==> src/hw/rtl/ssd_pkg.sv <==
// Shared types, constants and the segment encoder for the scan driver.
// No dependencies.
package ssd_pkg;

	localparam int VALUE_W = 14;
	localparam int POINT_W = 2;
	localparam int SEG_W   = 8;
	localparam int EN_W    = 4;

	localparam logic [VALUE_W-1:0] MAX_SHOWN  = 14'd9999;
	localparam logic [SEG_W-1:0]   DOT_MASK   = 8'h7F;
	localparam logic [SEG_W-1:0]   BLANK_CODE = 8'hFF;
	localparam logic [EN_W-1:0]    ALL_OFF    = 4'hF;

	// floor(v / 10) = (v * DIV10_RECIP) >> DIV10_SHIFT for v < 43690
	localparam logic [15:0] DIV10_RECIP = 16'd52429;
	localparam int          DIV10_SHIFT = 19;

	typedef struct packed {
		logic [VALUE_W-1:0] value;
		logic [POINT_W-1:0] point_position;
		logic               tick;
	} ssd_in_t;

	typedef struct packed {
		logic [SEG_W-1:0] segments;
		logic [EN_W-1:0]  digit_enable_n;
	} ssd_out_t;

	typedef struct packed {
		logic [VALUE_W-1:0] quot;
		logic [3:0]         rem;
	} ssd_div_t;

	// common-anode, active low, bit 7 is the point
	function automatic logic [SEG_W-1:0] seg_encode(input logic [3:0] d);
		logic [SEG_W-1:0] p;
		case (d)
			4'd0: p = 8'hC0;
			4'd1: p = 8'hF9;
			4'd2: p = 8'hA4;
			4'd3: p = 8'hB0;
			4'd4: p = 8'h99;
			4'd5: p = 8'h92;
			4'd6: p = 8'h82;
			4'd7: p = 8'hD8;
			4'd8: p = 8'h80;
			4'd9: p = 8'h90;
			default: p = BLANK_CODE;
		endcase
		return p;
	endfunction

endpackage

==> src/hw/rtl/ssd_stream_if.sv <==
// Valid/ready channel carrying one request or result payload.
// Payload type is set by the instantiating level (see ssd_pkg).
interface ssd_stream_if #(parameter type payload_t = logic) ();
	logic     valid;
	logic     ready;
	payload_t payload;

	modport source(output valid, output payload, input ready);
	modport sink(input valid, input payload, output ready);
endinterface

==> src/hw/rtl/seven_segment_scan_driver_unit.sv <==
// Seven-segment scan driver: an accepted request is compared with the last value and point;
// when they change, every digit is converted first (one digit per cycle through the
// shared divide-by-ten unit). The result is loaded once the output is free, and ready
// returns in the same cycle as that result; no new request is taken until then.
// Async active-low reset: latches blank (0xFF / 0xF), scan phase 0, first request
// always converts.
module seven_segment_scan_driver_unit import ssd_pkg::*; #(
	parameter int NUM_DIGITS = 4
) (
	input logic          clk,
	input logic          arst_n,
	ssd_stream_if.sink   item,
	ssd_stream_if.source result
);

	localparam int DIG_W = (NUM_DIGITS > 1) ? $clog2(NUM_DIGITS) : 1;
	localparam int PH_W  = DIG_W + 1;
	localparam logic [DIG_W-1:0] LAST_DIG = DIG_W'(NUM_DIGITS - 1);
	localparam logic [PH_W-1:0]  LAST_PH  = PH_W'(2 * NUM_DIGITS - 1);

	localparam logic [1:0] ST_IDLE = 2'd0;
	localparam logic [1:0] ST_CONV = 2'd1;
	localparam logic [1:0] ST_EMIT = 2'd2;

	logic [1:0]         state_q;
	logic [DIG_W-1:0]   cnt_q;
	logic               patterns_valid_q;
	logic [VALUE_W-1:0] last_value_q;
	logic [POINT_W-1:0] last_point_q;
	logic [PH_W-1:0]    scan_phase_q;
	logic [SEG_W-1:0]   segment_latch_q;
	logic [EN_W-1:0]    enable_latch_q;
	logic               result_valid_q;

	logic [VALUE_W-1:0] work_q;
	logic               tick_q;
	logic [SEG_W-1:0]   digit_patterns_q [NUM_DIGITS];

	logic               accept;
	logic [VALUE_W-1:0] value_clamped;
	logic               need_conv;
	ssd_div_t           div_res;
	logic               digit_keep;
	logic [SEG_W-1:0]   digit_pat;
	logic [DIG_W-1:0]   scan_k;
	logic [DIG_W-1:0]   scan_idx;
	logic [EN_W-1:0]    enable_next;
	logic               out_free;

	assign item.ready = (state_q == ST_IDLE);
	assign accept     = item.valid && item.ready;

	assign value_clamped = (item.payload.value > MAX_SHOWN) ? MAX_SHOWN : item.payload.value;
	assign need_conv     = !patterns_valid_q || (value_clamped != last_value_q)
	                       || (item.payload.point_position != last_point_q);

	ssd_div10 u_div10 (
		.dividend (work_q),
		.res      (div_res)
	);

	// keep units, any digit with a nonzero remaining value, and everything up to the point digit
	assign digit_keep = (cnt_q == '0) || (work_q != '0)
	                    || (32'(cnt_q) <= 32'(last_point_q));

	always_comb begin
		digit_pat = BLANK_CODE;
		if (digit_keep) begin
			digit_pat = seg_encode(div_res.rem);
			if ((32'(cnt_q) == 32'(last_point_q)) && (cnt_q != '0)) begin
				digit_pat = digit_pat & DOT_MASK;
			end
		end
	end

	assign scan_k   = scan_phase_q[PH_W-1:1];
	assign scan_idx = LAST_DIG - scan_k;

	always_comb begin
		enable_next = ALL_OFF;
		for (int j = 0; j < EN_W; j++) begin
			if (32'(scan_k) == j) begin
				enable_next[j] = 1'b0;
			end
		end
	end

	assign out_free = !result_valid_q || result.ready;

	always_ff @(posedge clk or negedge arst_n) begin
		if (!arst_n) begin
			state_q          <= ST_IDLE;
			cnt_q            <= '0;
			patterns_valid_q <= 1'b0;
			last_value_q     <= '0;
			last_point_q     <= '0;
			scan_phase_q     <= '0;
			segment_latch_q  <= BLANK_CODE;
			enable_latch_q   <= ALL_OFF;
			result_valid_q   <= 1'b0;
		end else begin
			// in ST_EMIT the emit branch owns result_valid_q
			if (result_valid_q && result.ready && (state_q != ST_EMIT)) begin
				result_valid_q <= 1'b0;
			end
			case (state_q)
				ST_IDLE: begin
					if (accept) begin
						if (need_conv) begin
							last_value_q     <= value_clamped;
							last_point_q     <= item.payload.point_position;
							patterns_valid_q <= 1'b1;
							cnt_q            <= '0;
							state_q          <= ST_CONV;
						end else begin
							state_q <= ST_EMIT;
						end
					end
				end
				ST_CONV: begin
					if (cnt_q == LAST_DIG) begin
						state_q <= ST_EMIT;
					end else begin
						cnt_q <= cnt_q + 1'b1;
					end
				end
				ST_EMIT: begin
					if (out_free) begin
						if (!scan_phase_q[0]) begin
							segment_latch_q <= digit_patterns_q[scan_idx];
							enable_latch_q  <= enable_next;
							scan_phase_q    <= scan_phase_q + 1'b1;
						end else if (tick_q) begin
							scan_phase_q <= (scan_phase_q == LAST_PH) ? '0 : scan_phase_q + 1'b1;
						end
						result_valid_q <= 1'b1;
						state_q        <= ST_IDLE;
					end
				end
				default: begin
					state_q <= ST_IDLE;
				end
			endcase
		end
	end

	always_ff @(posedge clk) begin
		if (accept) begin
			work_q <= value_clamped;
			tick_q <= item.payload.tick;
		end else if (state_q == ST_CONV) begin
			if (digit_keep) begin
				work_q <= div_res.quot;
			end
			digit_patterns_q[cnt_q] <= digit_pat;
		end
	end

	assign result.valid                  = result_valid_q;
	assign result.payload.segments       = segment_latch_q;
	assign result.payload.digit_enable_n = enable_latch_q;

endmodule

==> src/hw/rtl/ssd_div10.sv <==
// Divide-by-ten unit: quotient and remainder of a value up to 9999.
// Uses ssd_pkg for widths and the reciprocal constant.
module ssd_div10 import ssd_pkg::*; (
	input  logic [VALUE_W-1:0] dividend,
	output ssd_div_t           res
);

	logic [VALUE_W+15:0] prod;
	logic [VALUE_W-1:0]  quot;
	logic [VALUE_W-1:0]  times_ten;
	logic [VALUE_W-1:0]  diff;

	assign prod      = {16'd0, dividend} * {{VALUE_W{1'b0}}, DIV10_RECIP};
	assign quot      = VALUE_W'(prod >> DIV10_SHIFT);
	assign times_ten = (quot << 3) + (quot << 1);
	assign diff      = dividend - times_ten;

	assign res.quot = quot;
	assign res.rem  = diff[3:0];

endmodule

==> src/flat_wrapper.sv <==
// flat-port wrapper written by rule: the top's interface ports become plain ports
module seven_segment_scan_driver_unit_flat import ssd_pkg::*;
#(
	parameter int NUM_DIGITS = 4
)
  (clk, arst_n, item_valid, item_payload, item_ready, result_valid, result_payload, result_ready);
  ssd_stream_if #(.payload_t(ssd_in_t)) item_i ();
  ssd_stream_if #(.payload_t(ssd_out_t)) result_i ();
  input logic clk;
  input logic arst_n;
  input wire logic [$bits(item_i.valid)-1:0] item_valid;
  input wire logic [$bits(item_i.payload)-1:0] item_payload;
  output wire logic [$bits(item_i.ready)-1:0] item_ready;
  output wire logic [$bits(result_i.valid)-1:0] result_valid;
  output wire logic [$bits(result_i.payload)-1:0] result_payload;
  input wire logic [$bits(result_i.ready)-1:0] result_ready;
  assign item_i.valid = item_valid;
  assign item_i.payload = item_payload;
  assign item_ready = item_i.ready;
  assign result_valid = result_i.valid;
  assign result_payload = result_i.payload;
  assign result_i.ready = result_ready;
  seven_segment_scan_driver_unit #(.NUM_DIGITS(NUM_DIGITS)) u_core (.clk(clk), .arst_n(arst_n), .item(item_i), .result(result_i));
endmodule
==> config.mk <==
export PLATFORM = sky130hd
export DESIGN_NAME = seven_segment_scan_driver_unit_flat
export DESIGN_NICKNAME = d
export VERILOG_FILES = /design/src/hw/rtl/ssd_pkg.sv /design/src/hw/rtl/ssd_stream_if.sv /design/src/hw/rtl/seven_segment_scan_driver_unit.sv /design/src/hw/rtl/ssd_div10.sv /design/src/flat_wrapper.sv
export SDC_FILE = /design/constraint.sdc
export NUM_CORES = 1
export LEC_CHECK = 0
export CAP_MARGIN = 0
export CORE_MARGIN = 10
export CORE_UTILIZATION = 35
export DETAILED_ROUTE_END_ITERATION = 16
export DONT_BUFFER_PORTS = 1
export PLACE_DENSITY = 0.54
export SLEW_MARGIN = 20
export SYNTH_ARGS = -nofsm -noshare
export SYNTH_HDL_FRONTEND = slang
export SYNTH_HIERARCHICAL = 1
export SYNTH_SLANG_ARGS = --single-unit
==> constraint.sdc <==
create_clock -name clk -period 8 [get_ports clk]
set_clock_uncertainty 0.2 [all_clocks]
set_input_delay 1.6 -clock clk [delete_from_list [all_inputs] [get_ports clk]]
set_output_delay 1.6 -clock clk [all_outputs]
set_load 0.02 [all_outputs]
* After elaboration in Yosys (flattened, before gate mapping)
Memories as Yosys holds them, arrays and structs flattened. A register that Yosys moved wholly into a read port is not among the register bits.
Cells that the tools add are included.
** Cells by class
- Bitwise operators :: 1
- $add $sub $neg :: 5
- Multiplexer cells :: 28
- Div/mod/pow operators :: 0
- Multipliers :: 1
- Reduce and logical (&&, ||, !) cells :: 27
- Equality and inequality tests :: 17
- Order comparisons :: 2
- Shift-type cells :: 0
** Operators by type and width (number)
- $mux W14 :: 4
- $mul A14 B16 Y30 const B :: 1
- $mux W8 :: 2
- $gt A14 B14 Y1 const B :: 1
- $mux W2 :: 7
- $ne A14 B14 Y1 :: 1
- $reduce_bool A14 Y1 :: 1
- $reduce_and A3 Y1 :: 4
- $mux W1 :: 10
- $ne A2 B2 Y1 const B :: 5
- $mux W3 :: 3
- $eq A2 B2 Y1 const B :: 4
- $reduce_bool A2 Y1 :: 4
- $logic_not A2 Y1 :: 3
- $pmux W2 S3 :: 1
- $logic_or A1 B1 Y1 :: 5
- $add A4 B4 Y4 :: 1
- $eq A2 B1 Y1 const B :: 2
- $logic_and A1 B1 Y1 :: 4
- $ne A2 B1 Y1 const B :: 2
- $pmux W2 S2 :: 1
- $reduce_and A2 Y1 :: 2
- $reduce_and A4 Y1 :: 1
- $sub A4 B4 Y4 :: 1
- 9 further kinds :: 11
** Storage, ports and cells
- Latch bits :: 0
- Output and inout bits :: 14
- Memory bits (read-only) :: 112
- Flip-flop bits (word level) :: 44
- Word-level logic and storage cells :: 94
- Input port bits :: 21
- RAM bits :: 32
- Memories :: 2
** Memory list
- (no name shown) :: words 16, width 7, rd ports 1, clocked after Yosys merged registers in 0, write ports 0, RTL line ssd_pkg.sv:38 : case (d)
- u_core.digit_patterns_q :: words 4, width 8, rd ports 1, clocked after Yosys merged registers in 1, write ports 1, RTL line seven_segment_scan_driver_unit.sv:37 : logic [SEG_W-1:0] digit_patterns_q [NUM_DIGITS];

* Logic depth before layout (Yosys ltp)
- Word-level depth :: 8
- Gate-level depth with buffers :: 27
- Gate-level depth less buffers :: 26

* Cells and area by module
Netlist, hierarchy kept.
** By module, submodules not included
- seven_segment_scan_driver_unit :: times used 1, seq. area each 2352.3 µm², cells each 326, area each 4107.7 µm²
- ssd_div10 :: times used 1, seq. area each 0.0 µm², cells each 349, area each 3400.8 µm²

* Worst setup path after synthesis
OpenSTA, ideal clock, no wires.
- Path type :: register to register
- From :: register u_core.work_q[12]
- To :: memory u_core.digit_patterns_q[0][0], data pin
- Library setup time :: 201 ps
- Clock period less this slack :: 6351 ps
- Arrival time :: 5950 ps
- Required time :: 7599 ps
- Cell stages (with the launch flop) :: 25
- Buffers on the path :: 1
- Setup slack :: 1649 ps
- Cell sequence :: edfxtp_1 inv_1 ha_1 fa_1 fa_1 fa_1 inv_1 fa_1 inv_1 fa_1 inv_1 ha_1 nand4_1 a21oi_1 o21ai_0 o21ai_0 xnor2_1 ha_1 a21boi_0 mux2i_1 xnor2_1 clkbuf_1 o21ai_0 and2_1 o21ai_0
** RTL lines
- from (decl) :: RTL line seven_segment_scan_driver_unit.sv:35 : logic [VALUE_W-1:0] work_q;
- from (signal assigned) :: RTL line seven_segment_scan_driver_unit.sv:149 : work_q <= value_clamped;
- from (signal assigned) :: RTL line seven_segment_scan_driver_unit.sv:153 : work_q <= div_res.quot;
- to (decl) :: RTL line seven_segment_scan_driver_unit.sv:37

==> impl_metrics.py <==
metrics = {
    "run_status": {
        "outcome": "finished clean",
    },
    "sta": {
        "slew_headroom": 0.3672,
        "hold_viol": 0,
        "max_slew.worst_pin.slew_ns": 0.9492,
        "setup_viol": 0,
        "maxSlewViolCount": 0,
        "rsz0062_at_grt": "false",
        "finalSetupTns_ns": 0,
        "fmax_mhz": 138.8,
        "final.min_clock_period_ns": 7.205,
        "finalCritPeriodShare": 0.9006,
    },
    "floorplanning": {
        "start_util": 0.3561,
        "core-area_sq_mm": 0.02109,
        "die_x_um": 166.5,
        "rows": 53,
        "dieArea_sq_mm": 0.02771,
        "ios": 35,
        "die_h_um": 166.5,
    },
    "worst_setup_path": {
        "critical_path_arrival_ns": 7.11,
        "crit_path_frequent_cell": "fa_1",
        "critPathTopFamily": "adder cells",
        "cp.required_ns": 7.91,
        "critPathLaunchType": "flop",
        "cp_cell_sequence": "inv_1 -> ha_1 -> fa_1 -> fa_1 -> fa_1 -> inv_1 -> fa_1 -> inv_1 -> fa_1 -> inv_1 -> ha_1 -> nand4_1 -> a21oi_1 -> o21ai_0 -> o21ai_0 -> xnor2_1 -> ha_1 -> a21boi_0 -> mux2i_1 -> xnor2_1 -> o21ai_0 -> and2_1 -> o21ai_0",
        "crit_buf_inv": 4,
        "worst_setup_path_end_kind": "flop",
        "worstSetupPathType": "flop to flop",
        "crit_fanout": 9,
        "slowest_delay_ns": 0.65,
        "crit_slowest_cell": "fa_1",
    },
    "place": {
        "port-buffer-count": 0,
        "routabilityCongestion": 0.8828,
        "dp_hpwl_um": 13490,
    },
    "synthesis": {
        "yosysUniqueCellTypes": 71,
        "synth_edf_count": 47,
        "netlist_top_cells_area": "ha_1 (19%), edfxtp_1 (19%), fa_1 (14%)",
        "synth_cells": 675,
        "synth_top_area_frac": 0.1950,
        "synth_ff_type": "edfxtp_1",
        "seq_area_frac_synth": 0.3133,
        "ys_seq_elements": 84,
        "postSynthAreaPerCell_sq_um": 11.12,
        "synth-warning-count": 6,
        "synth_area_leader_cell": "ha_1",
        "synth_area_sq_mm": 0.007508,
        "synthArstFlopShare": 0.4405,
    },
    "global_route": {
        "grt_pass1_vias": 5103,
        "grt_pass1_wl_um": 26830,
        "grt_use_total": 0.1172,
        "grt_max_degree": 38,
        "overflow": 0,
        "antenna_found_initial": 0,
    },
    "drt": {
        "drt_iter0_markers": 186,
        "vias_per_cell": 4.988,
        "drt_wl_total_um": 16160,
        "drt_pass1_iterations": 5,
        "num_vias": 4764,
        "ant_nets": 0,
        "wire_per_inst_um": 16.92,
        "drc": 0,
    },
    "cells_and_area": {
        "diodes": 0,
        "layout.cells.most_common": "ha_1",
        "drive_gt1_frac": 0.1044,
        "final_cell_mix": "ha_1 (117), inv_1 (113), fa_1 (54)",
        "area_delta_synth_final_pct": 7.532,
        "fillers": 2086,
        "multi_input_area_sq_mm": 0.004666,
        "nNetsFinal": 867,
        "ff_latch_area_sq_mm": 0.002352,
    },
    "clocking": {
        "cts_resized": 0,
        "path_clk_slew_ns": 0.07,
        "cts_root_buffer": "clkbuf_16",
        "cts_hold_buf": 0,
        "post-cts-setup-buffers": 0,
        "cts_max_level": 3,
        "clock-sinks": 84,
        "clock_latency_ns": 0.34,
        "numCtsBuffers": 9,
        "cts.path.max_buffers": 2,
        "tritoncts": "built",
    },
    "hold_path": {
        "hold_path_class": "flop to flop",
    },
    "job": {
        "cap_violations": 0,
    },
}
==> cell type report <==
type	count	area share
clock buffer	10	0.02960
tap	275	0.04262
clock inverter	6	0.005579
sequential	84	0.2913
inverter	114	0.05300
multi-input combinational	466	0.5779
==> kinds of logic (layout without fill, tap and decap cells) <==
group	Yosys count	in the layout	synth area share
adders and majority gates	171	171	0.3389
and+or+nand+nor	128	128	0.09348
buffers and inverters	127	130	0.06699
AOI/OAI and AO/OA	104	104	0.09632
DFF	84	84	0.3133
muxes	32	32	0.05782
xor gates and xnor gates	28	28	0.03266
other	1	3	0.0004994
==> state kept, by name, indices dropped and copies added (netlist names), 4 cells and up, named ones only <==
signal	cells
u_core/work_q	14
u_core/digit_patterns_q	32
u_core/last_value_q	14
u_core/segment_latch_q	8
u_core/enable_latch_q	4
==> cells in the mapped netlist, types with 2 or more instances <==
| library cell | n |
|---|---|
| ha_1 | 117 |
| inv_1 | 113 |
| fa_1 | 54 |
| edfxtp_1 | 47 |
| nand2_1 | 35 |
| o21ai_0 | 33 |
| nor2_1 | 29 |
| dfrtp_1 | 25 |
| a21oi_1 | 22 |
| xnor2_1 | 17 |
| mux2i_1 | 13 |
| dfstp_2 | 12 |
| nand3_1 | 11 |
| xor2_1 | 11 |
| mux2_2 | 10 |
| a31oi_1 | 9 |
| and2_1 | 8 |
| mux4_2 | 8 |
| clkbuf_1 | 7 |
| o22a_1 | 6 |
| or2_2 | 6 |
| nor2b_1 | 5 |
| nor4_1 | 5 |
| nand2b_1 | 4 |
| nand4_1 | 4 |
| a21o_1 | 3 |
| and3_1 | 3 |
| buf_4 | 3 |
| nand3b_1 | 3 |
| nor3_1 | 3 |
| o21a_1 | 3 |
| a221o_1 | 2 |
| a22oi_1 | 2 |
| a31o_2 | 2 |
| buf_6 | 2 |
| o21ai_4 | 2 |
| o21bai_1 | 2 |
==> worst paths after layout <==
check | start | endpoint | slack [ns] | cells after the start
worst max-delay path | u_core/work_q[12] | u_core/digit_patterns_q[3][0] | 0.79 | 23
worst min-delay path | u_core/patterns_valid_q | u_core/patterns_valid_q | 0.28 | 1
worst max register to register | u_core/work_q[12] | u_core/digit_patterns_q[3][0] | 0.79 | 23
worst min register to register | u_core/patterns_valid_q | u_core/patterns_valid_q | 0.28 | 1
max in group asynchronous | arst_n | u_core/segment_latch_q[7] | 6.67 | 0
min in group asynchronous | arst_n | u_core/last_value_q[6] | 0.76 | 0
==> layer usage <==
layer | vias up | part of all wire | routed length, um | global-route usage
met5 | - | 0 | 0 | 0
li1 | 2333 | - | - | -
met2 | 58 | 0.49 | 7979 | 0.2029
met4 | 0 | 0.0054 | 88 | 0.01909
met1 | 2363 | 0.46 | 7507 | 0.1485
met3 | 10 | 0.036 | 581 | 0.02518
==> per-stage QoR <==
stage                     cells    util  cell area (sq um)  setup slack [ns]  hold slack (ns)
after floorplan             677       -               7516             1.649           0.2349
after CTS                   955  0.3828               8071            0.7237           0.2830
after global routing        955  0.3829               8074            0.2962           0.2918
final                       955  0.3829               8074            0.7949           0.2826
after detailed placement    939  0.3693               7787            0.7266           0.2639
after global placement      939  0.3692               7785            0.9773           0.2594
Power is not shown: default switching activity piles up to over one toggle a cycle in this logic, so the estimate is an artifact.
